===== src/mpd_pkg.sv =====
// Shared constants and types for the masked pairwise distance core.
package mpd_pkg;

  localparam int unsigned MAX_ROWS_DEFAULT   = 4096;
  localparam int unsigned VALUE_BITS_DEFAULT = 24;
  localparam int unsigned QUEUE_DEPTH        = 2;
  localparam int unsigned DIST_W             = 64;
  localparam int unsigned METHOD_W           = 2;
  localparam int unsigned HALF_W             = DIST_W / 2;

  typedef enum logic [METHOD_W-1:0] {
    METHOD_SQ_EUCLID = 2'd0,
    METHOD_MANHATTAN = 2'd1,
    METHOD_MEAN_SQ   = 2'd2
  } method_e;

  typedef enum logic [2:0] {
    BK_IDLE,
    BK_DIV_Q,
    BK_MUL_LO,
    BK_MUL_HI,
    BK_MUL_R,
    BK_DIV_R,
    BK_DONE
  } back_state_e;

endpackage


===== src/mpd_if.sv =====
// Row and result channel interfaces for the masked pairwise distance core.
interface mpd_row_if import mpd_pkg::*; #(
  parameter int unsigned VALUE_BITS = VALUE_BITS_DEFAULT
);
  logic                         valid;
  logic                         ready;
  logic signed [VALUE_BITS-1:0] value_a;
  logic signed [VALUE_BITS-1:0] value_b;
  logic                         missing_a;
  logic                         missing_b;
  logic                         last_row;

  modport source (
    output valid, value_a, value_b, missing_a, missing_b, last_row,
    input  ready
  );
  modport sink (
    input  valid, value_a, value_b, missing_a, missing_b, last_row,
    output ready
  );
endinterface

interface mpd_res_if import mpd_pkg::*; #(
  parameter int unsigned CNT_W = $clog2(MAX_ROWS_DEFAULT + 1)
);
  logic              valid;
  logic              ready;
  logic [DIST_W-1:0] distance;
  logic              is_infinite;
  logic [CNT_W-1:0]  pairs_used;

  modport source (
    output valid, distance, is_infinite, pairs_used,
    input  ready
  );
  modport sink (
    input  valid, distance, is_infinite, pairs_used,
    output ready
  );
endinterface


===== src/mpd_front.sv =====
// Row front end: difference, term and masked accumulation, one row per cycle unless a finished job waits for the queue.
module mpd_front import mpd_pkg::*; #(
  parameter int unsigned MAX_ROWS   = MAX_ROWS_DEFAULT,
  parameter int unsigned VALUE_BITS = VALUE_BITS_DEFAULT,
  parameter int unsigned CNT_W      = $clog2(MAX_ROWS + 1),
  parameter int unsigned JOB_W      = DIST_W + 2 * CNT_W + METHOD_W
) (
  input  logic                clk_i,
  input  logic                rst_ni,
  input  logic [METHOD_W-1:0] method_i,
  mpd_row_if.sink             row_i,
  output logic                job_valid_o,
  input  logic                job_ready_i,
  output logic [JOB_W-1:0]    job_o
);

  localparam int unsigned AbsW = VALUE_BITS + 1;
  localparam int unsigned MulW = (AbsW > HALF_W) ? HALF_W : AbsW;
  localparam logic [CNT_W-1:0] RowLimit = CNT_W'(MAX_ROWS);

  logic signed [AbsW-1:0] diff;
  logic [AbsW-1:0]        abs_diff;
  logic                   advance;

  logic                   s1_vld_q, s1_use_q, s1_last_q;
  logic [AbsW-1:0]        s1_abs_q;
  logic                   s2_vld_q, s2_use_q, s2_last_q;
  logic [DIST_W-1:0]      s2_term_q;

  logic [MulW-1:0]        mul_op;
  logic [2*MulW-1:0]      square;
  logic                   abs_ovf;
  logic [DIST_W-1:0]      term_d;

  logic [DIST_W-1:0]      sum_q;
  logic [CNT_W-1:0]       rows_q, valid_q;
  logic [DIST_W:0]        sum_add;
  logic [DIST_W-1:0]      sum_next;
  logic [CNT_W-1:0]       rows_next, valid_next;

  assign diff     = AbsW'(row_i.value_a) - AbsW'(row_i.value_b);
  assign abs_diff = diff[AbsW-1] ? AbsW'(-diff) : AbsW'(diff);

  assign advance     = !(s2_vld_q && s2_last_q && !job_ready_i);
  assign row_i.ready = advance;

  assign mul_op = s1_abs_q[MulW-1:0];
  assign square = mul_op * mul_op;

  generate
    if (AbsW > HALF_W) begin : g_abs_ovf
      assign abs_ovf = |s1_abs_q[AbsW-1:HALF_W];
    end else begin : g_abs_fits
      assign abs_ovf = 1'b0;
    end
  endgenerate

  always_comb begin
    if (method_i == METHOD_MANHATTAN) begin
      term_d = DIST_W'(s1_abs_q);
    end else if (abs_ovf) begin
      term_d = '1;
    end else begin
      term_d = DIST_W'(square);
    end
  end

  assign sum_add    = {1'b0, sum_q} + {1'b0, s2_term_q};
  assign sum_next   = !s2_use_q ? sum_q : (sum_add[DIST_W] ? '1 : sum_add[DIST_W-1:0]);
  assign rows_next  = (rows_q < RowLimit) ? rows_q + 1'b1 : rows_q;
  assign valid_next = (s2_use_q && (valid_q < RowLimit)) ? valid_q + 1'b1 : valid_q;

  assign job_valid_o = s2_vld_q && s2_last_q;
  assign job_o       = {method_i, rows_next, valid_next, sum_next};

  always_ff @(posedge clk_i or negedge rst_ni) begin
    if (!rst_ni) begin
      s1_vld_q <= 1'b0;
      s2_vld_q <= 1'b0;
      sum_q    <= '0;
      rows_q   <= '0;
      valid_q  <= '0;
    end else if (advance) begin
      s1_vld_q <= row_i.valid;
      s2_vld_q <= s1_vld_q;
      if (s2_vld_q) begin
        if (s2_last_q) begin
          sum_q   <= '0;
          rows_q  <= '0;
          valid_q <= '0;
        end else begin
          sum_q   <= sum_next;
          rows_q  <= rows_next;
          valid_q <= valid_next;
        end
      end
    end
  end

  always_ff @(posedge clk_i) begin
    if (advance) begin
      s1_use_q  <= !row_i.missing_a && !row_i.missing_b;
      s1_last_q <= row_i.last_row;
      s1_abs_q  <= abs_diff;
      s2_use_q  <= s1_use_q;
      s2_last_q <= s1_last_q;
      s2_term_q <= term_d;
    end
  end

endmodule


===== src/mpd_queue.sv =====
// Short job queue between the row front end and the scaling back end.
module mpd_queue import mpd_pkg::*; #(
  parameter int unsigned DATA_W = 8,
  parameter int unsigned DEPTH  = QUEUE_DEPTH
) (
  input  logic              clk_i,
  input  logic              rst_ni,
  input  logic              push_valid_i,
  output logic              push_ready_o,
  input  logic [DATA_W-1:0] push_data_i,
  output logic              pop_valid_o,
  input  logic              pop_ready_i,
  output logic [DATA_W-1:0] pop_data_o
);

  localparam int unsigned PtrW = (DEPTH > 1) ? $clog2(DEPTH) : 1;
  localparam int unsigned CntW = $clog2(DEPTH + 1);

  logic [DATA_W-1:0] mem_q [DEPTH];
  logic [PtrW-1:0]   wr_ptr_q, rd_ptr_q;
  logic [CntW-1:0]   count_q;
  logic              push, pop;

  assign push_ready_o = count_q != CntW'(DEPTH);
  assign pop_valid_o  = count_q != '0;
  assign pop_data_o   = mem_q[rd_ptr_q];
  assign push         = push_valid_i && push_ready_o;
  assign pop          = pop_valid_o && pop_ready_i;

  always_ff @(posedge clk_i or negedge rst_ni) begin
    if (!rst_ni) begin
      wr_ptr_q <= '0;
      rd_ptr_q <= '0;
      count_q  <= '0;
    end else begin
      if (push) begin
        wr_ptr_q <= (wr_ptr_q == PtrW'(DEPTH - 1)) ? '0 : wr_ptr_q + 1'b1;
      end
      if (pop) begin
        rd_ptr_q <= (rd_ptr_q == PtrW'(DEPTH - 1)) ? '0 : rd_ptr_q + 1'b1;
      end
      if (push && !pop) begin
        count_q <= count_q + 1'b1;
      end else if (pop && !push) begin
        count_q <= count_q - 1'b1;
      end
    end
  end

  always_ff @(posedge clk_i) begin
    if (push) begin
      mem_q[wr_ptr_q] <= push_data_i;
    end
  end

endmodule


===== src/mpd_div.sv =====
// Restoring divider, one quotient bit per cycle, 64-bit dividend.
module mpd_div import mpd_pkg::*; #(
  parameter int unsigned DIV_W = 13
) (
  input  logic              clk_i,
  input  logic              rst_ni,
  input  logic              start_i,
  input  logic [DIST_W-1:0] dividend_i,
  input  logic [DIV_W-1:0]  divisor_i,
  output logic              done_o,
  output logic [DIST_W-1:0] quotient_o,
  output logic [DIV_W-1:0]  remainder_o
);

  localparam int unsigned StepW = $clog2(DIST_W);

  logic [DIST_W-1:0] quo_q;
  logic [DIV_W-1:0]  rem_q, divisor_q;
  logic [StepW-1:0]  step_q;
  logic              busy_q, done_q;
  logic [DIV_W:0]    trial;
  logic              fits;

  assign trial       = {rem_q, quo_q[DIST_W-1]};
  assign fits        = trial >= {1'b0, divisor_q};
  assign done_o      = done_q;
  assign quotient_o  = quo_q;
  assign remainder_o = rem_q;

  always_ff @(posedge clk_i or negedge rst_ni) begin
    if (!rst_ni) begin
      busy_q <= 1'b0;
      done_q <= 1'b0;
      step_q <= '0;
    end else begin
      done_q <= 1'b0;
      if (start_i) begin
        busy_q <= 1'b1;
        step_q <= '0;
      end else if (busy_q) begin
        step_q <= step_q + 1'b1;
        if (step_q == StepW'(DIST_W - 1)) begin
          busy_q <= 1'b0;
          done_q <= 1'b1;
        end
      end
    end
  end

  always_ff @(posedge clk_i) begin
    if (start_i) begin
      quo_q     <= dividend_i;
      rem_q     <= '0;
      divisor_q <= divisor_i;
    end else if (busy_q) begin
      quo_q <= {quo_q[DIST_W-2:0], fits};
      rem_q <= fits ? DIV_W'(trial - {1'b0, divisor_q}) : DIV_W'(trial);
    end
  end

endmodule


===== src/mpd_back.sv =====
// Back end: scales or averages each finished sum and holds the result.
module mpd_back import mpd_pkg::*; #(
  parameter int unsigned CNT_W = $clog2(MAX_ROWS_DEFAULT + 1),
  parameter int unsigned JOB_W = DIST_W + 2 * CNT_W + METHOD_W
) (
  input  logic             clk_i,
  input  logic             rst_ni,
  input  logic             job_valid_i,
  output logic             job_ready_o,
  input  logic [JOB_W-1:0] job_i,
  mpd_res_if.source        res_o
);

  localparam int unsigned ProdW = HALF_W + CNT_W;
  localparam int unsigned FullW = ProdW + HALF_W + 1;

  back_state_e state_q, state_d;

  logic [DIST_W-1:0]   job_sum;
  logic [CNT_W-1:0]    job_valid, job_rows;
  logic [METHOD_W-1:0] job_method;

  logic [CNT_W-1:0]    valid_q, rows_q;
  logic [METHOD_W-1:0] method_q;
  logic [DIST_W-1:0]   quo_q;
  logic [CNT_W-1:0]    rem_q;
  logic [ProdW-1:0]    plo_q, phi_q;
  logic [DIST_W-1:0]   hi_q;
  logic                ovf_q;
  logic [DIST_W-1:0]   res_dist_q;
  logic                res_inf_q;

  logic                out_vld_q, out_inf_q, out_load;
  logic [DIST_W-1:0]   out_dist_q;
  logic [CNT_W-1:0]    out_pairs_q;

  logic                div_start, div_done;
  logic [DIST_W-1:0]   div_dividend, div_quo;
  logic [CNT_W-1:0]    div_divisor, div_rem;

  logic [HALF_W-1:0]   mul_a;
  logic [ProdW-1:0]    mul_res;
  logic [FullW-1:0]    full_sum;
  logic [DIST_W:0]     final_add;

  assign job_sum    = job_i[DIST_W-1:0];
  assign job_valid  = job_i[DIST_W +: CNT_W];
  assign job_rows   = job_i[DIST_W + CNT_W +: CNT_W];
  assign job_method = job_i[JOB_W-1 -: METHOD_W];

  always_comb begin
    case (state_q)
      BK_MUL_LO: mul_a = quo_q[HALF_W-1:0];
      BK_MUL_HI: mul_a = quo_q[DIST_W-1:HALF_W];
      BK_MUL_R:  mul_a = HALF_W'(rem_q);
      default:   mul_a = '0;
    endcase
  end

  assign mul_res   = ProdW'(mul_a) * ProdW'(rows_q);
  assign full_sum  = {phi_q, {HALF_W{1'b0}}} + FullW'(plo_q);
  assign final_add = {1'b0, hi_q} + {1'b0, div_quo};

  mpd_div #(
    .DIV_W(CNT_W)
  ) u_div (
    .clk_i      (clk_i),
    .rst_ni     (rst_ni),
    .start_i    (div_start),
    .dividend_i (div_dividend),
    .divisor_i  (div_divisor),
    .done_o     (div_done),
    .quotient_o (div_quo),
    .remainder_o(div_rem)
  );

  always_comb begin
    state_d      = state_q;
    job_ready_o  = 1'b0;
    div_start    = 1'b0;
    div_dividend = job_sum;
    div_divisor  = job_valid;
    out_load     = 1'b0;
    case (state_q)
      BK_IDLE: begin
        job_ready_o = 1'b1;
        if (job_valid_i) begin
          if (job_valid == '0) begin
            state_d = BK_DONE;
          end else begin
            div_start = 1'b1;
            state_d   = BK_DIV_Q;
          end
        end
      end
      BK_DIV_Q: begin
        if (div_done) begin
          if (method_q == METHOD_SQ_EUCLID || method_q == METHOD_MANHATTAN) begin
            state_d = BK_MUL_LO;
          end else begin
            state_d = BK_DONE;
          end
        end
      end
      BK_MUL_LO: state_d = BK_MUL_HI;
      BK_MUL_HI: state_d = BK_MUL_R;
      BK_MUL_R: begin
        div_start    = 1'b1;
        div_dividend = DIST_W'(mul_res);
        div_divisor  = valid_q;
        state_d      = BK_DIV_R;
      end
      BK_DIV_R: begin
        if (div_done) begin
          state_d = BK_DONE;
        end
      end
      BK_DONE: begin
        if (!out_vld_q || res_o.ready) begin
          out_load = 1'b1;
          state_d  = BK_IDLE;
        end
      end
      default: state_d = BK_IDLE;
    endcase
  end

  always_ff @(posedge clk_i or negedge rst_ni) begin
    if (!rst_ni) begin
      state_q   <= BK_IDLE;
      out_vld_q <= 1'b0;
    end else begin
      state_q <= state_d;
      if (out_load) begin
        out_vld_q <= 1'b1;
      end else if (res_o.ready) begin
        out_vld_q <= 1'b0;
      end
    end
  end

  always_ff @(posedge clk_i) begin
    case (state_q)
      BK_IDLE: begin
        if (job_valid_i) begin
          valid_q    <= job_valid;
          rows_q     <= job_rows;
          method_q   <= job_method;
          res_dist_q <= '1;
          res_inf_q  <= job_valid == '0;
        end
      end
      BK_DIV_Q: begin
        if (div_done) begin
          quo_q      <= div_quo;
          rem_q      <= div_rem;
          res_dist_q <= div_quo;
        end
      end
      BK_MUL_LO: plo_q <= mul_res;
      BK_MUL_HI: phi_q <= mul_res;
      BK_MUL_R: begin
        hi_q  <= full_sum[DIST_W-1:0];
        ovf_q <= |full_sum[FullW-1:DIST_W];
      end
      BK_DIV_R: begin
        if (div_done) begin
          res_dist_q <= (ovf_q || final_add[DIST_W]) ? '1 : final_add[DIST_W-1:0];
        end
      end
      default: ;
    endcase
    if (out_load) begin
      out_dist_q  <= res_dist_q;
      out_inf_q   <= res_inf_q;
      out_pairs_q <= valid_q;
    end
  end

  assign res_o.valid       = out_vld_q;
  assign res_o.distance    = out_dist_q;
  assign res_o.is_infinite = out_inf_q;
  assign res_o.pairs_used  = out_pairs_q;

endmodule


===== src/masked_pairwise_distance_core.sv =====
// Masked pairwise distance core: top level.
//
// Rows of a column pair enter on row_i (valid/ready), one per cycle while
// ready is high. Each carries two signed fixed-point values, their missing
// flags and a last-row mark. Rows with both values present add a squared or
// absolute difference to the running sum, per the method register (cfg_we_i
// and cfg_wdata_i, written while the core is idle).
// The transaction with last_row set closes the pair: one result transaction
// leaves on res_o with the scaled distance, an infinite flag and the count
// of rows used. Other rows produce nothing.
// The front end takes one row per cycle while row_i.ready is high; a row
// passes the s1 and s2 registers before it reaches the accumulator, and a
// two-entry job queue lets it run on into the next pair.
// The back end shares one 1-bit-per-cycle divider over a 64-bit dividend.
// Mean squared difference takes one division; the scaled methods divide,
// multiply quotient and remainder by the row count, then divide again. It
// takes the next job only once the result is in the output register.
// Reset clears the sums, counters, queue and the method register (squared
// euclidean). When res_o is stalled the result is held in its output
// register; the back end then stops, the queue fills and row_i.ready drops.
module masked_pairwise_distance_core import mpd_pkg::*; #(
  parameter int unsigned MAX_ROWS   = MAX_ROWS_DEFAULT,
  parameter int unsigned VALUE_BITS = VALUE_BITS_DEFAULT
) (
  input  logic                clk_i,
  input  logic                rst_ni,
  input  logic                cfg_we_i,
  input  logic [METHOD_W-1:0] cfg_wdata_i,
  mpd_row_if.sink             row_i,
  mpd_res_if.source           res_o
);

  localparam int unsigned CntW = $clog2(MAX_ROWS + 1);
  localparam int unsigned JobW = DIST_W + 2 * CntW + METHOD_W;

  logic [METHOD_W-1:0] method_q;
  logic                push_valid, push_ready, pop_valid, pop_ready;
  logic [JobW-1:0]     push_job, pop_job;

  always_ff @(posedge clk_i or negedge rst_ni) begin
    if (!rst_ni) begin
      method_q <= METHOD_W'(METHOD_SQ_EUCLID);
    end else if (cfg_we_i) begin
      method_q <= cfg_wdata_i;
    end
  end

  mpd_front #(
    .MAX_ROWS  (MAX_ROWS),
    .VALUE_BITS(VALUE_BITS),
    .CNT_W     (CntW),
    .JOB_W     (JobW)
  ) u_front (
    .clk_i      (clk_i),
    .rst_ni     (rst_ni),
    .method_i   (method_q),
    .row_i      (row_i),
    .job_valid_o(push_valid),
    .job_ready_i(push_ready),
    .job_o      (push_job)
  );

  mpd_queue #(
    .DATA_W(JobW),
    .DEPTH (QUEUE_DEPTH)
  ) u_queue (
    .clk_i       (clk_i),
    .rst_ni      (rst_ni),
    .push_valid_i(push_valid),
    .push_ready_o(push_ready),
    .push_data_i (push_job),
    .pop_valid_o (pop_valid),
    .pop_ready_i (pop_ready),
    .pop_data_o  (pop_job)
  );

  mpd_back #(
    .CNT_W(CntW),
    .JOB_W(JobW)
  ) u_back (
    .clk_i      (clk_i),
    .rst_ni     (rst_ni),
    .job_valid_i(pop_valid),
    .job_ready_o(pop_ready),
    .job_i      (pop_job),
    .res_o      (res_o)
  );

endmodule


===== src/flat_wrapper.sv =====
// flat-port wrapper written by rule: the top's interface ports become plain ports
module masked_pairwise_distance_core_flat import mpd_pkg::*;
#(
  parameter int unsigned MAX_ROWS   = MAX_ROWS_DEFAULT,
  parameter int unsigned VALUE_BITS = VALUE_BITS_DEFAULT
)
  (clk_i, rst_ni, cfg_we_i, cfg_wdata_i, row_i_valid, row_i_value_a, row_i_value_b, row_i_missing_a, row_i_missing_b, row_i_last_row, row_i_ready, res_o_valid, res_o_distance, res_o_is_infinite, res_o_pairs_used, res_o_ready);
  mpd_row_if #(.VALUE_BITS(VALUE_BITS)) row_i_i ();
  mpd_res_if res_o_i ();
  input  logic clk_i;
  input  logic rst_ni;
  input  logic cfg_we_i;
  input  logic [METHOD_W-1:0] cfg_wdata_i;
  input wire logic [$bits(row_i_i.valid)-1:0] row_i_valid;
  input wire logic [$bits(row_i_i.value_a)-1:0] row_i_value_a;
  input wire logic [$bits(row_i_i.value_b)-1:0] row_i_value_b;
  input wire logic [$bits(row_i_i.missing_a)-1:0] row_i_missing_a;
  input wire logic [$bits(row_i_i.missing_b)-1:0] row_i_missing_b;
  input wire logic [$bits(row_i_i.last_row)-1:0] row_i_last_row;
  output wire logic [$bits(row_i_i.ready)-1:0] row_i_ready;
  output wire logic [$bits(res_o_i.valid)-1:0] res_o_valid;
  output wire logic [$bits(res_o_i.distance)-1:0] res_o_distance;
  output wire logic [$bits(res_o_i.is_infinite)-1:0] res_o_is_infinite;
  output wire logic [$bits(res_o_i.pairs_used)-1:0] res_o_pairs_used;
  input wire logic [$bits(res_o_i.ready)-1:0] res_o_ready;
  assign row_i_i.valid = row_i_valid;
  assign row_i_i.value_a = row_i_value_a;
  assign row_i_i.value_b = row_i_value_b;
  assign row_i_i.missing_a = row_i_missing_a;
  assign row_i_i.missing_b = row_i_missing_b;
  assign row_i_i.last_row = row_i_last_row;
  assign row_i_ready = row_i_i.ready;
  assign res_o_valid = res_o_i.valid;
  assign res_o_distance = res_o_i.distance;
  assign res_o_is_infinite = res_o_i.is_infinite;
  assign res_o_pairs_used = res_o_i.pairs_used;
  assign res_o_i.ready = res_o_ready;
  masked_pairwise_distance_core #(.MAX_ROWS(MAX_ROWS), .VALUE_BITS(VALUE_BITS)) u_core (.clk_i(clk_i), .rst_ni(rst_ni), .cfg_we_i(cfg_we_i), .cfg_wdata_i(cfg_wdata_i), .row_i(row_i_i), .res_o(res_o_i));
endmodule

===== config.mk =====
export PLATFORM = sky130hd
export DESIGN_NAME = masked_pairwise_distance_core_flat
export DESIGN_NICKNAME = d
export VERILOG_FILES = /design/src/mpd_pkg.sv /design/src/mpd_if.sv /design/src/mpd_front.sv /design/src/mpd_queue.sv /design/src/mpd_div.sv /design/src/mpd_back.sv /design/src/masked_pairwise_distance_core.sv /design/src/flat_wrapper.sv
export SDC_FILE = /design/constraint.sdc
export NUM_CORES = 2
export LEC_CHECK = 0
export BUFFER_PORTS_ARGS = -buffer_cell sky130_fd_sc_hd__buf_4
export CAP_MARGIN = 20
export CORE_ASPECT_RATIO = 1.25
export CORE_MARGIN = 3
export CORE_UTILIZATION = 50
export DETAILED_ROUTE_END_ITERATION = 12
export PLACE_DENSITY_LB_ADDON = 0.08
export SYNTH_ARGS = -nofsm -noshare
export SYNTH_HDL_FRONTEND = slang
export SYNTH_SLANG_ARGS = --single-unit

===== constraint.sdc =====
create_clock -name clk_i -period 26.5 [get_ports clk_i]
set_input_delay 2.65 -clock clk_i [delete_from_list [all_inputs] [get_ports clk_i]]
set_output_delay 2.65 -clock clk_i [all_outputs]
set_load 0.02 [all_outputs]

==> run_results.csv <==
group,metric,value,unit
floorplan,die_w,348,um
layout,final_nets,8453,
timing,clock-skew-final,0.0632,ns
run,max_cap_violations,0,
synth,synth-seq-cells,863,
setup_path,worstPathMaxFanout,43,
min_path,hold_path_class,"flip-flop to flip-flop",
floorplan,rows,156,
global_routing,grt_pass1_vias,52874,
synth,ys_async_sr_fraction,12.7,%
setup_path,path_cells,"buf_4 -> mux2i_1 -> o21ai_0 -> buf_4 -> and2_1 -> fa_1 -> inv_1 -> fa_1 -> inv_1 -> fa_1 -> fa_1 -> inv_1 -> fa_1 -> inv_1 -> ha_1 -> nand3_1 -> or2_2 -> or4_1 -> nand3_1 -> nand3_1 -> nand2_1 -> a221oi_1 -> xnor2_1",
cts,clk_latency,0.72,ns
drt,dr_total_vias,51008,
floorplan,die_y,434,um
timing,grt_setup_unrepaired,"no",
drt,avgRoutedWirePerCell,22.0,um
synth,yosys.area.top_type,"edfxtp_1",
setup_path,reg2reg_depth,23,
cts,cts_resized,0,
place,io_buffers,137,
global_routing,grtUsageTotal,26.8,%
floorplan,start_util,50.4,%
cts,cts_setup_buffers,0,
timing,relSlewSlack,17.2,%
status,status,"complete, no violations",
drt,routed_wl,201,mm
synth,avgSynthCellArea,10.3,um^2
layout,area.growth.synth_to_final,8.61,%
setup_path,critPathMostFrequentCell,"fa_1",
layout,final_common_cell,"inv_1",
synth,synth_area_leaders,"edfxtp_1 30%, fa_1 22%, ha_1 7.6%",
cts,cts-hold-fix-buffers,0,
cts,cts_root_buffer,"clkbuf_16",
min_path,hold-path-cell-count,0,
setup_path,cp-end-kind,"flip-flop",
setup_path,crit_type,"flip-flop to flip-flop",
timing,slew_viol_final,0,
place,routabilityCongestion,0.980,
synth,netlist_instances,7110,
timing,finalSetupTns,0,ns
synth,seq_area_frac_synth,34.5,%
global_routing,grt_pass1_wl,309,mm
drt,firstDrtPassIters,8,
cts,clk_pin_slew,0.06,ns
timing,max_freq,122,MHz
setup_path,start_kind,"flip-flop",
floorplan,core,145000,um^2
setup_path,crit_required,26.78,ns
synth,synth_edf_count,740,
layout,layout_common_cells,"1085 x inv_1, 802 x fa_1, 774 x nand2_1, 740 x edfxtp_1, 451 x nor2_1",
setup_path,crit_slowest_cell,"xnor2_1",
synth,synth_top_area_share,30.4,%
synth,synth_area,73100,um^2
synth,synth_nets,8412,
setup_path,cp_slowest_stage_delay,0.97,ns
drt,route.detailed.vias_per_inst,5.60,
drt,ant_nets,0,
global_routing,antenna_found_initial,2,
timing,report.final.hold_viol_count,0,
timing,setup_viol,0,
floorplan,die-area,151000,um^2
timing,period_needed,8.21,ns
drt,drt_iter0_drc,3504,
timing,finalCritPeriodShare,31.0,%
timing,worst_slew_pin_slew,1.23,ns
synth,ys_warn_count,0,
floorplan,io_pins,138,
cts,cts_buffers,87,
synth,synth_flop_cell,"edfxtp_1",
synth,ys_types,99,
cts,htree_levels,3,
setup_path,reg2reg_setup_slack,18.29,ns
cts,cts.path.max_buffers,3,
setup_path,cp.arrival,8.49,ns
place,place_hpwl,156,mm
cts,cts_sinks,863,
layout,final_layout_size_suffix_gt1_share,6.87,%
global_routing,grt-ovfl-total,0,
global_routing,grt_max_degree,93,
cts,cts_tree,"built",
drt,drc,0,
layout,antenna_cells,0,
## stage by stage
stage	cells	hold slack (ns)	instance area (um^2)	setup WS, ns	util [%]
4_1_cts	9107	0.415	79300	18.38	54.7
6_report	9113	0.408	79400	18.29	54.7
3_5_place_dp	8952	0.405	76300	18.41	52.6
2_1_floorplan	7110	0.400	73100	14.78	-
3_3_place_gp	8951	0.401	76300	18.48	52.6
5_1_grt	9113	0.417	79400	18.04	54.7
## Yosys cell counts, drive strengths merged, types with 75 or more instances
library cell	n
xnor2	185
mux2i	113
o21ai	286
dfrtp	110
a21oi	390
clkbuf	272
ha	442
xor2	122
inv	1087
fa	802
and2	299
a21o	132
nand3	75
nor2	457
edfxtp	740
nand2	778
## cell families after synthesis
| kind of cell | count (synthesis) | synth area share, % |
|---|---|---|
| buffers and inverters | 1391 | 7.19 |
| AND/OR/NAND/NOR | 1917 | 12.1 |
| multiplexers | 146 | 2.06 |
| AO/OA/AOI/OAI | 1242 | 10.9 |
| adder cells (fa/ha/maj) | 1244 | 29.5 |
| flip-flops | 863 | 34.5 |
| XOR/XNOR | 307 | 3.69 |
## per-layer routing
layer | track usage [%] | share of wire (%) | wire length, um
met1 | 32.4 | 39 | 79300
met5 | 0 | 0 | 0
met4 | 13.4 | 5.6 | 11300
met2 | 47.7 | 51 | 102000
met3 | 2.77 | 4.1 | 8320
## final cells by class
type                       instances  area, um^2
tap                             1896        2370
inverter                        1087        4090
sequential                       863       25200
clock buffer                     102        2260
multi-input combinational       4856       42700
fill                           12927       65600
clock inverter                    53         782
timing repair buffer             256        1960
## final timing paths
check | start | endpoint
min in group asynchronous | rst_ni | u_core.u_front.sum_q[42]$_DFFE_PN0P_
hold reg to reg | u_core.u_back.plo_q[31]$_DFFE_PN_ | u_core.u_back.hi_q[31]$_DFFE_PP_
setup reg to reg | u_core.u_back.state_q[0]$_DFFE_PN0P_ | u_core.u_back.phi_q[31]$_DFFE_PN_
max in group asynchronous | rst_ni | u_core.u_queue.rd_ptr_q$_DFFE_PN0P_
hold / removal | u_core.u_back.plo_q[31]$_DFFE_PN_ | u_core.u_back.hi_q[31]$_DFFE_PP_
setup / recovery | u_core.u_back.state_q[0]$_DFFE_PN0P_ | u_core.u_back.phi_q[31]$_DFFE_PN_
## registers in the layout, indices dropped and copies added (netlist names), 3 cells and up
register                         count
u_core.u_back.u_div.remainder_o     13
u_core.u_front.valid_q              13
u_core.u_front.s2_term_q            50
u_core.u_back.u_div.quotient_o      64
u_core.u_back.quo_q                 64
u_core.u_back.plo_q                 45
u_core.u_back.valid_q               13
u_core.u_front.mul_op               25
u_core.u_back.res_o.distance        64
u_core.u_back.u_div.divisor_q       13
u_core.u_back.res_dist_q            64
u_core.u_back.rows_q                13
u_core.u_back.state_q                3
u_core.u_back.hi_q                  64
u_core.u_front.sum_q                64
u_core.u_front.rows_q               13
u_core.u_back.u_div.step_q           6
u_core.u_back.phi_q                 45
u_core.u_queue.mem_q               182
u_core.u_back.rem_q                 13
u_core.u_back.res_o.pairs_used      13
## worst max-delay path, delay by kind of cell, from the launching register on
kind / cells / cell delay (ns)
compound gates: 2 / 0.27
mux: 1 / 0.80
simple gates: 7 / 1.58
flops: 1 / 0.33
buf+inv: 6 / 1.01
xor+xnor: 1 / 0.97
fa+ha+maj: 6 / 2.80
Power is not shown: default switching activity piles up to over one toggle a cycle in this logic, so the estimate is an artifact.
